<file path="config.mk">
export PLATFORM = sky130hd
export DESIGN_NAME = http_response_header_splitter_flat
export DESIGN_NICKNAME = d
export VERILOG_FILES = /design/src/sv/hrhs_pkg.sv /design/src/sv/hrhs_channels.sv /design/src/sv/http_response_header_splitter.sv /design/src/flat_wrapper.sv
export SDC_FILE = /design/constraint.sdc
export NUM_CORES = 1
export LEC_CHECK = 0
export ABC_CLOCK_PERIOD_IN_PS = 10940
export BUFFER_PORTS_ARGS = -buffer_cell sky130_fd_sc_hd__buf_2
export CELL_PAD_IN_SITES_DETAIL_PLACEMENT = 1
export CELL_PAD_IN_SITES_GLOBAL_PLACEMENT = 1
export CORE_MARGIN = 3
export CORE_UTILIZATION = 53
export CTS_CLUSTER_DIAMETER = 80
export DETAILED_ROUTE_END_ITERATION = 10
export HOLD_SLACK_MARGIN = 0.1
export PLACE_DENSITY = 0.87
export SLEW_MARGIN = 20
export SYNTH_ARGS = -nofsm -noshare
export SYNTH_HDL_FRONTEND = slang
export SYNTH_SLANG_ARGS = --single-unit
</file>
<file path="constraint.sdc">
create_clock -name clk -period 10.94 [get_ports clk]
set_input_delay 2.188 -clock clk [delete_from_list [all_inputs] [get_ports clk]]
set_output_delay 2.188 -clock clk [all_outputs]
set_load 0.02 [all_outputs]
</file>
<file path="src/sv/hrhs_pkg.sv">
// package: shared types and constants of the http response header splitter
`timescale 1ns / 1ps
`default_nettype none
package hrhs_pkg;

	localparam int HEADER_CAP = 512;
	localparam int BODY_CAP = 4096;
	localparam int HDR_CNT_W = $clog2(HEADER_CAP);
	localparam int BODY_CNT_W = $clog2(BODY_CAP);
	localparam int BODY_LEN_W = 12;
	localparam int STATUS_W = 16;

	localparam logic [31:0] TERMINATOR = 32'h0D0A0D0A;
	localparam logic [7:0] ASCII_ZERO = 8'h30;
	localparam int OK_STATUS = 200;
	localparam int DIGIT0_POS = 9;
	localparam int DIGIT1_POS = 10;
	localparam int DIGIT2_POS = 11;
	localparam int MIN_STATUS_LEN = 12;
	localparam int TERM_LEN = 4;

	typedef enum logic [1:0] {
		CMD_START = 2'd0,
		CMD_DATA  = 2'd1,
		CMD_CLOSE = 2'd2,
		CMD_ERROR = 2'd3
	} cmd_t;

	typedef enum logic {
		KIND_BODY    = 1'b0,
		KIND_VERDICT = 1'b1
	} kind_t;

endpackage
`default_nettype wire

</file>
<file path="src/sv/hrhs_channels.sv">
// interfaces: input item channel and result item channel
`timescale 1ns / 1ps
`default_nettype none
interface hrhs_in_if;
	logic valid;
	logic ready;
	hrhs_pkg::cmd_t cmd;
	logic [7:0] data_byte;

	modport source(output valid, cmd, data_byte, input ready);
	modport sink(input valid, cmd, data_byte, output ready);
endinterface

interface hrhs_out_if;
	logic valid;
	logic ready;
	hrhs_pkg::kind_t kind;
	logic [7:0] body_byte;
	logic [hrhs_pkg::BODY_LEN_W-1:0] body_length;
	logic signed [hrhs_pkg::STATUS_W-1:0] status_code;
	logic accepted;
	logic failed;

	modport source(output valid, kind, body_byte, body_length, status_code, accepted, failed,
		input ready);
	modport sink(input valid, kind, body_byte, body_length, status_code, accepted, failed,
		output ready);
endinterface
`default_nettype wire

</file>
<file path="src/sv/http_response_header_splitter.sv">
// top level: splits an http response stream into body bytes and a final verdict
// input accept reaches result valid via the input register, then the result register
// one item per cycle unless stalled; header/body tracking is one register update per byte
// the input stage stalls only while a finished result waits in the result register
// reset: arst_n clears the pipeline valids and all transfer state, same as a start item
`timescale 1ns / 1ps
`default_nettype none
module http_response_header_splitter (
	input wire logic clk,
	input wire logic arst_n,
	hrhs_in_if.sink resp,
	hrhs_out_if.source result
);

	localparam int HW = hrhs_pkg::HDR_CNT_W;
	localparam int BW = hrhs_pkg::BODY_CNT_W;
	localparam int SW = hrhs_pkg::STATUS_W;

	// input register
	logic s1_valid_s1;
	hrhs_pkg::cmd_t cmd_s1;
	logic [7:0] byte_s1;

	// transfer state
	logic [HW-1:0] hdr_cnt_q, hdr_cnt_d;
	logic [31:0] last4_q, last4_d;
	logic [23:0] digits_q, digits_d;
	logic signed [SW-1:0] status_q, status_d;
	logic hdr_done_q, hdr_done_d;
	logic [BW-1:0] body_cnt_q, body_cnt_d;
	logic fin_q, fin_d;

	// result register
	logic out_valid_q;
	hrhs_pkg::kind_t kind_q, kind_d;
	logic [7:0] body_byte_q, body_byte_d;
	logic [hrhs_pkg::BODY_LEN_W-1:0] body_len_q;
	logic signed [SW-1:0] status_out_q;
	logic accepted_q, accepted_d;
	logic failed_q, failed_d;

	logic emit;
	logic out_free;
	logic s1_adv;
	logic signed [SW-1:0] dig0, dig1, dig2;

	assign out_free = !out_valid_q || result.ready;
	assign s1_adv = s1_valid_s1 && out_free;
	assign resp.ready = !s1_valid_s1 || out_free;

	// digit values from the updated digit bytes, each byte unsigned minus ascii zero
	assign dig0 = signed'(SW'(digits_d[23:16])) - signed'(SW'(hrhs_pkg::ASCII_ZERO));
	assign dig1 = signed'(SW'(digits_d[15:8])) - signed'(SW'(hrhs_pkg::ASCII_ZERO));
	assign dig2 = signed'(SW'(digits_d[7:0])) - signed'(SW'(hrhs_pkg::ASCII_ZERO));

	always_comb begin
		hdr_cnt_d = hdr_cnt_q;
		last4_d = last4_q;
		digits_d = digits_q;
		status_d = status_q;
		hdr_done_d = hdr_done_q;
		body_cnt_d = body_cnt_q;
		fin_d = fin_q;
		emit = 1'b0;
		kind_d = hrhs_pkg::KIND_BODY;
		body_byte_d = 8'd0;
		accepted_d = 1'b0;
		failed_d = 1'b0;
		unique case (cmd_s1) inside
			hrhs_pkg::CMD_START: begin
				hdr_cnt_d = '0;
				last4_d = '0;
				digits_d = '0;
				status_d = '0;
				hdr_done_d = 1'b0;
				body_cnt_d = '0;
				fin_d = 1'b0;
			end
			hrhs_pkg::CMD_DATA: begin
				if (!fin_q) begin
					if (!hdr_done_q) begin
						if (hdr_cnt_q < HW'(hrhs_pkg::HEADER_CAP - 1)) begin
							if (hdr_cnt_q == HW'(hrhs_pkg::DIGIT0_POS))
								digits_d[23:16] = byte_s1;
							else if (hdr_cnt_q == HW'(hrhs_pkg::DIGIT1_POS))
								digits_d[15:8] = byte_s1;
							else if (hdr_cnt_q == HW'(hrhs_pkg::DIGIT2_POS))
								digits_d[7:0] = byte_s1;
							last4_d = {last4_q[23:0], byte_s1};
							hdr_cnt_d = hdr_cnt_q + HW'(1);
						end
						if (hdr_cnt_d >= HW'(hrhs_pkg::TERM_LEN)
								&& last4_d == hrhs_pkg::TERMINATOR) begin
							hdr_done_d = 1'b1;
							if (hdr_cnt_d >= HW'(hrhs_pkg::MIN_STATUS_LEN))
								status_d = SW'(dig0 * SW'(100) + dig1 * SW'(10) + dig2);
						end
					end else if (body_cnt_q < BW'(hrhs_pkg::BODY_CAP - 1)) begin
						body_cnt_d = body_cnt_q + BW'(1);
						emit = 1'b1;
						body_byte_d = byte_s1;
					end
				end
			end
			hrhs_pkg::CMD_CLOSE, hrhs_pkg::CMD_ERROR: begin
				if (!fin_q) begin
					fin_d = 1'b1;
					emit = 1'b1;
					kind_d = hrhs_pkg::KIND_VERDICT;
					failed_d = (cmd_s1 == hrhs_pkg::CMD_ERROR);
					accepted_d = (cmd_s1 == hrhs_pkg::CMD_CLOSE)
						&& (status_q == SW'(hrhs_pkg::OK_STATUS));
				end
			end
		endcase
	end

	always_ff @(posedge clk or negedge arst_n) begin
		if (!arst_n) begin
			s1_valid_s1 <= 1'b0;
		end else if (resp.ready) begin
			s1_valid_s1 <= resp.valid;
		end
	end

	always_ff @(posedge clk) begin
		if (resp.valid && resp.ready) begin
			cmd_s1 <= resp.cmd;
			byte_s1 <= resp.data_byte;
		end
	end

	always_ff @(posedge clk or negedge arst_n) begin
		if (!arst_n) begin
			hdr_cnt_q <= '0;
			last4_q <= '0;
			digits_q <= '0;
			status_q <= '0;
			hdr_done_q <= 1'b0;
			body_cnt_q <= '0;
			fin_q <= 1'b0;
		end else if (s1_adv) begin
			hdr_cnt_q <= hdr_cnt_d;
			last4_q <= last4_d;
			digits_q <= digits_d;
			status_q <= status_d;
			hdr_done_q <= hdr_done_d;
			body_cnt_q <= body_cnt_d;
			fin_q <= fin_d;
		end
	end

	always_ff @(posedge clk or negedge arst_n) begin
		if (!arst_n) begin
			out_valid_q <= 1'b0;
		end else if (out_free) begin
			out_valid_q <= s1_adv && emit;
		end
	end

	always_ff @(posedge clk) begin
		if (s1_adv && emit) begin
			kind_q <= kind_d;
			body_byte_q <= body_byte_d;
			body_len_q <= hrhs_pkg::BODY_LEN_W'(body_cnt_d);
			status_out_q <= status_q;
			accepted_q <= accepted_d;
			failed_q <= failed_d;
		end
	end

	assign result.valid = out_valid_q;
	assign result.kind = kind_q;
	assign result.body_byte = body_byte_q;
	assign result.body_length = body_len_q;
	assign result.status_code = status_out_q;
	assign result.accepted = accepted_q;
	assign result.failed = failed_q;

	// a body byte never carries verdict flags
	assert property (@(posedge clk) disable iff (!arst_n)
		out_valid_q && kind_q == hrhs_pkg::KIND_BODY |-> !accepted_q && !failed_q)
		else $error("body item carries verdict flags");

	// an accepted verdict always has status 200 and no error
	assert property (@(posedge clk) disable iff (!arst_n)
		out_valid_q && accepted_q |-> status_out_q == SW'(hrhs_pkg::OK_STATUS) && !failed_q)
		else $error("accepted verdict without ok status");

	// body bytes only flow once the header terminator was seen
	assert property (@(posedge clk) disable iff (!arst_n)
		s1_adv && emit && kind_d == hrhs_pkg::KIND_BODY |-> hdr_done_q)
		else $error("body byte before header complete");

	// nothing is emitted after the verdict until a new start
	assert property (@(posedge clk) disable iff (!arst_n)
		s1_adv && fin_q && cmd_s1 != hrhs_pkg::CMD_START |-> !emit)
		else $error("item emitted after transfer finished");

	// counters stay within their caps
	assert property (@(posedge clk) disable iff (!arst_n)
		hdr_cnt_q <= HW'(hrhs_pkg::HEADER_CAP - 1) && body_cnt_q <= BW'(hrhs_pkg::BODY_CAP - 1))
		else $error("counter beyond cap");

endmodule
`default_nettype wire
</file>
<file path="src/flat_wrapper.sv">
// flat-port wrapper written by rule: the top's interface ports become plain ports
module http_response_header_splitter_flat 
  (clk, arst_n, resp_valid, resp_cmd, resp_data_byte, resp_ready, result_valid, result_kind, result_body_byte, result_body_length, result_status_code, result_accepted, result_failed, result_ready);
  hrhs_in_if resp_i ();
  hrhs_out_if result_i ();
  input wire logic clk;
  input wire logic arst_n;
  input wire logic [$bits(resp_i.valid)-1:0] resp_valid;
  input wire logic [$bits(resp_i.cmd)-1:0] resp_cmd;
  input wire logic [$bits(resp_i.data_byte)-1:0] resp_data_byte;
  output wire logic [$bits(resp_i.ready)-1:0] resp_ready;
  output wire logic [$bits(result_i.valid)-1:0] result_valid;
  output wire logic [$bits(result_i.kind)-1:0] result_kind;
  output wire logic [$bits(result_i.body_byte)-1:0] result_body_byte;
  output wire logic [$bits(result_i.body_length)-1:0] result_body_length;
  output wire logic [$bits(result_i.status_code)-1:0] result_status_code;
  output wire logic [$bits(result_i.accepted)-1:0] result_accepted;
  output wire logic [$bits(result_i.failed)-1:0] result_failed;
  input wire logic [$bits(result_i.ready)-1:0] result_ready;
  assign resp_i.valid = resp_valid;
  assign resp_i.cmd = resp_cmd;
  assign resp_i.data_byte = resp_data_byte;
  assign resp_ready = resp_i.ready;
  assign result_valid = result_i.valid;
  assign result_kind = result_i.kind;
  assign result_body_byte = result_i.body_byte;
  assign result_body_length = result_i.body_length;
  assign result_status_code = result_i.status_code;
  assign result_accepted = result_i.accepted;
  assign result_failed = result_i.failed;
  assign result_i.ready = result_ready;
  http_response_header_splitter u_core (.clk(clk), .arst_n(arst_n), .resp(resp_i), .result(result_i));
endmodule
</file>
==> run_results.csv <==
group,metric,value,unit
critical_path,cp-start-kind,"flop",
cts,hold_buffers,0,
critical_path,cp_data_arrival_time,7120,ps
logic_synthesis,ys_seq_area_share,44.11,%
cts,clock_latency,440,ps
cts,clock_sinks,146,
cts,postCtsSetupBuffers,0,
sta,worst_pin_slew,1066,ps
power,p_leak,0.004390,uW
power,power_density,173.4,nW/um2
floorplanning,die_w,135.1,um
power,intPower,1140,uW
global_routing,grt_pass1_wl,40.54,mm
floorplanning,num_rows,46,
floorplanning,core-area,16120,um2
run_status,status,"completed",
sta,setup_viol,0,
cts,cts.path.max_buffers,2,
critical_path,crit_cells,24,
detailed_routing,routedWlPerCell,21.96,um
floorplanning,ios,55,
sta,skew,15.44,ps
logic_synthesis,synth_area,8838,um2
sta,fmaxAchievable,146.8,MHz
power,power_frac_seq,39.2,%
cts,cts_max_level,4,
logic_synthesis,synth_cells,859,
critical_path,rr_worst_depth,24,
sta,max-slew-margin-rel,28.73,%
detailed_routing,vias_per_cell,6.312,
floorplanning,dieArea,18260,um2
cts,numCtsBuffers,17,
final_layout,final_cells,1135,
power,peakVddDrop,0.0001198,V
placed_design,dp_cells,1103,
hold_path,hold-path-cell-count,0,
hold_path,timing.hold.worst.class,"flop to flop",
final_layout,layout-drive-gt1-share,12.40,%
logic_synthesis,synth_cell_types,77,
logic_synthesis,post-synth-top-count-cell,"dfrtp_1",
global_routing,antenna_found_initial,0,
logic_synthesis,yosysTopAreaCellShare,27.46,%
placed_design,portBuffers,54,
power,swShare,33.53,%
cts,cts_tree,"yes",
detailed_routing,vias,7164,
global_routing,grt_start_max_net_pins,83,
critical_path,worstSetupPathType,"flop to flop",
logic_synthesis,yosys_warnings,0,
final_layout,syn2layout_area_growth,11.85,%
detailed_routing,drtAntennaViolNets,0,
power,switchingPower,574.7,uW
sta,period_minus_slack,6813,ps
critical_path,max_stage_delay,550,ps
critical_path,critPathMaxFanout,12,
logic_synthesis,async_flop_share,66.44,%
sta,setup_tns,0,ps
critical_path,worstPathBufferInverterCount,1,
placed_design,dp.final_hpwl,17.20,mm
logic_synthesis,yosysTopAreaCell,"dfrtp_1",
sta,hold_viol_final,0,
power,combPwrFrac,27.5,%
detailed_routing,drc,0,
global_routing,gr-usage-all-layers,28.27,%
critical_path,cp_slowest_cell,"dfrtp_1",
critical_path,required,11250,ps
final_layout,n_antenna_cell,0,
final_layout,nets,1003,
logic_synthesis,synth_ff_type,"dfrtp_1",
cts,clockRootBuffer,"clkbuf_16",
global_routing,grt_overflow_total,0,
detailed_routing,postRouteWirelength,24.92,mm
floorplanning,die_height,135.1,um
logic_synthesis,yosys_register_bits,146,
power,pwr-share-clk,33.4,%
global_routing,grt_pass1_vias,7719,
flow_run,cap_viol_max_count,0,
cts,cts_resized,0,
detailed_routing,drtIter0Drc,499,
logic_synthesis,synth_common_cells,"97 x dfrtp_1, 73 x nand2_1, 68 x o21ai_0, 63 x inv_1, 61 x ha_1",
sta,slew_violations,0,
logic_synthesis,synth_edf_count,49,
logic_synthesis,synthTopCellsByArea,"dfrtp_1 27%, edfxtp_1 17%, ha_1 8.6%, fa_1 5.0%, o21ai_0 3.9%",
logic_synthesis,syn-mean-instance-area,10.29,um2
cts,clk_pin_slew,60,ps
detailed_routing,dr.pass1.iters,4,
critical_path,crit_path_cell_trace,"nor4b_4 -> nand4_1 -> nand2_1 -> nand2_1 -> a32oi_1 -> inv_1 -> ha_1 -> xor2_1 -> fa_1 -> ha_1 -> ha_1 -> a21o_1 -> a21oi_1 -> o21ai_0 -> a21oi_1 -> o21bai_1 -> a21oi_1 -> xnor2_1 -> fa_1 -> ha_1 -> a21oi_1 -> o21ai_0 -> xnor2_1 -> o22ai_2",
critical_path,endpoint_kind,"flop",
sta,finalCritPeriodShare,62.28,%
floorplanning,floorplan.initialDensity,54.84,%
placed_design,gp_congestion,0.9028,
logic_synthesis,syn_nets,956,
sta,rsz0062_at_grt,"false",
critical_path,crit_family,"adder cells",
worst paths after layout:
| path | from | endpoint | slack [ps] |
|---|---|---|---|
| worst min-delay path | u_core.status_q[3] | u_core.result.status_code[3] | 450 |
| worst max-delay path | u_core.hdr_cnt_q[3] | u_core.status_q[15] | 4130 |
| min in group asynchronous | arst_n | u_core.status_q[13] | 1600 |
| worst max register to register | u_core.hdr_cnt_q[3] | u_core.status_q[15] | 4130 |
| max in group asynchronous | arst_n | u_core.last4_q[25] | 8300 |
| worst min register to register | u_core.status_q[3] | u_core.result.status_code[3] | 450 |
layer usage:
metal / wire (um) / part of all wire [%] / global-route usage [%]
met3: 1134 / 4.6 / 4.458
met5: 0 / 0 / 0
met2: 12740 / 51 / 49.17
met4: 494 / 2.0 / 9.686
met1: 10560 / 42 / 36.09
sequential cells by signal (all words and copies together) (netlist names):
| register | count |
|---|---|
| u_core.result.failed | 1 |
| u_core.result.body_byte | 8 |
| u_core.status_q | 16 |
| u_core.fin_q | 1 |
| u_core.result.status_code | 16 |
| u_core.digits_q | 24 |
| u_core.result.accepted | 1 |
| u_core.result.valid | 1 |
| u_core.hdr_cnt_q | 9 |
| u_core.result.body_length | 12 |
| u_core.body_cnt_q | 12 |
| u_core.hdr_done_q | 1 |
| u_core.cmd_s1 | 2 |
| u_core.s1_valid_s1 | 1 |
| u_core.result.kind | 1 |
| u_core.byte_s1 | 8 |
| u_core.last4_q | 32 |
kinds of logic (layout without fill, tap and decap cells):
group | count (synthesis) | in the layout | share of synthesized area (%)
muxes | 6 | 6 | 0.7502
xor gates and xnor gates | 38 | 38 | 4.006
DFF | 146 | 146 | 44.11
and+or+nand+nor | 260 | 260 | 15.43
adders and majority gates | 83 | 83 | 13.62
buffers and inverters | 97 | 157 | 4.233
AOI/OAI and AO/OA | 229 | 229 | 17.85
area by class of cell:
cell class | instances | area, um2
Fill cell | 1782 | 6230
Multi-Input combinational cell | 616 | 4584
Sequential cell | 146 | 3899
Clock buffer | 21 | 461.7
Timing Repair Buffer | 61 | 329.1
Tap cell | 216 | 270.3
Inverter | 64 | 240.2
Clock inverter | 11 | 101.3
cell usage in the layout (no fill, tap or decap), drive strengths merged, types with 8 or more instances in the layout:
cell type	netlist	final
nand2b	8	8
o21ai	84	84
nand3	32	32
inv	63	67
clkbuf	24	21
a21oi	28	28
and3	19	19
nor3	13	13
xnor2	20	20
a22o	37	37
dfrtp	97	97
nand2	73	73
fa	22	22
nand4	9	9
nor2	60	60
edfxtp	49	49
buf	9	61
a31oi	10	10
ha	61	61
xor2	17	17
o22ai	8	8
a32o	10	10
worst reg2reg max path, delay by kind of cell (launching register included):
family                     cells  cell delay, ps
xor gates and xnor gates       3             760
AOI/OAI and AO/OA             10            1950
and+or+nand+nor                4            1150
adders and majority gates      6            2200
buffers and inverters          1             100
DFF                            1             550
metrics by stage:
stage               power, uW  setup slack (ps)  hold slack, ps  util (%)  instance area (um2)
floorplan                1010              5062           424.9         -                 8838
global placement         1104              4649           433.4     57.78                 9311
detailed placement       1138              4225           443.6     57.78                 9311
CTS                      1717              4154           456.3     61.27                 9874
global route             1806              3639           464.6     61.34                 9886
finish                   1714              4127           452.4     61.34                 9886
power by group through the flow:
stage / combinational [uW] / clock [uW] / sequential [uW]
after global placement: 431 / 0 / 673
after floorplan: 338 / 0 / 672
after detailed placement: 459 / 0 / 679
final: 471 / 572 / 672
after CTS: 472 / 575 / 670
after global routing: 530 / 599 / 678
No activity file was read; power rests on OpenSTA's default activity.
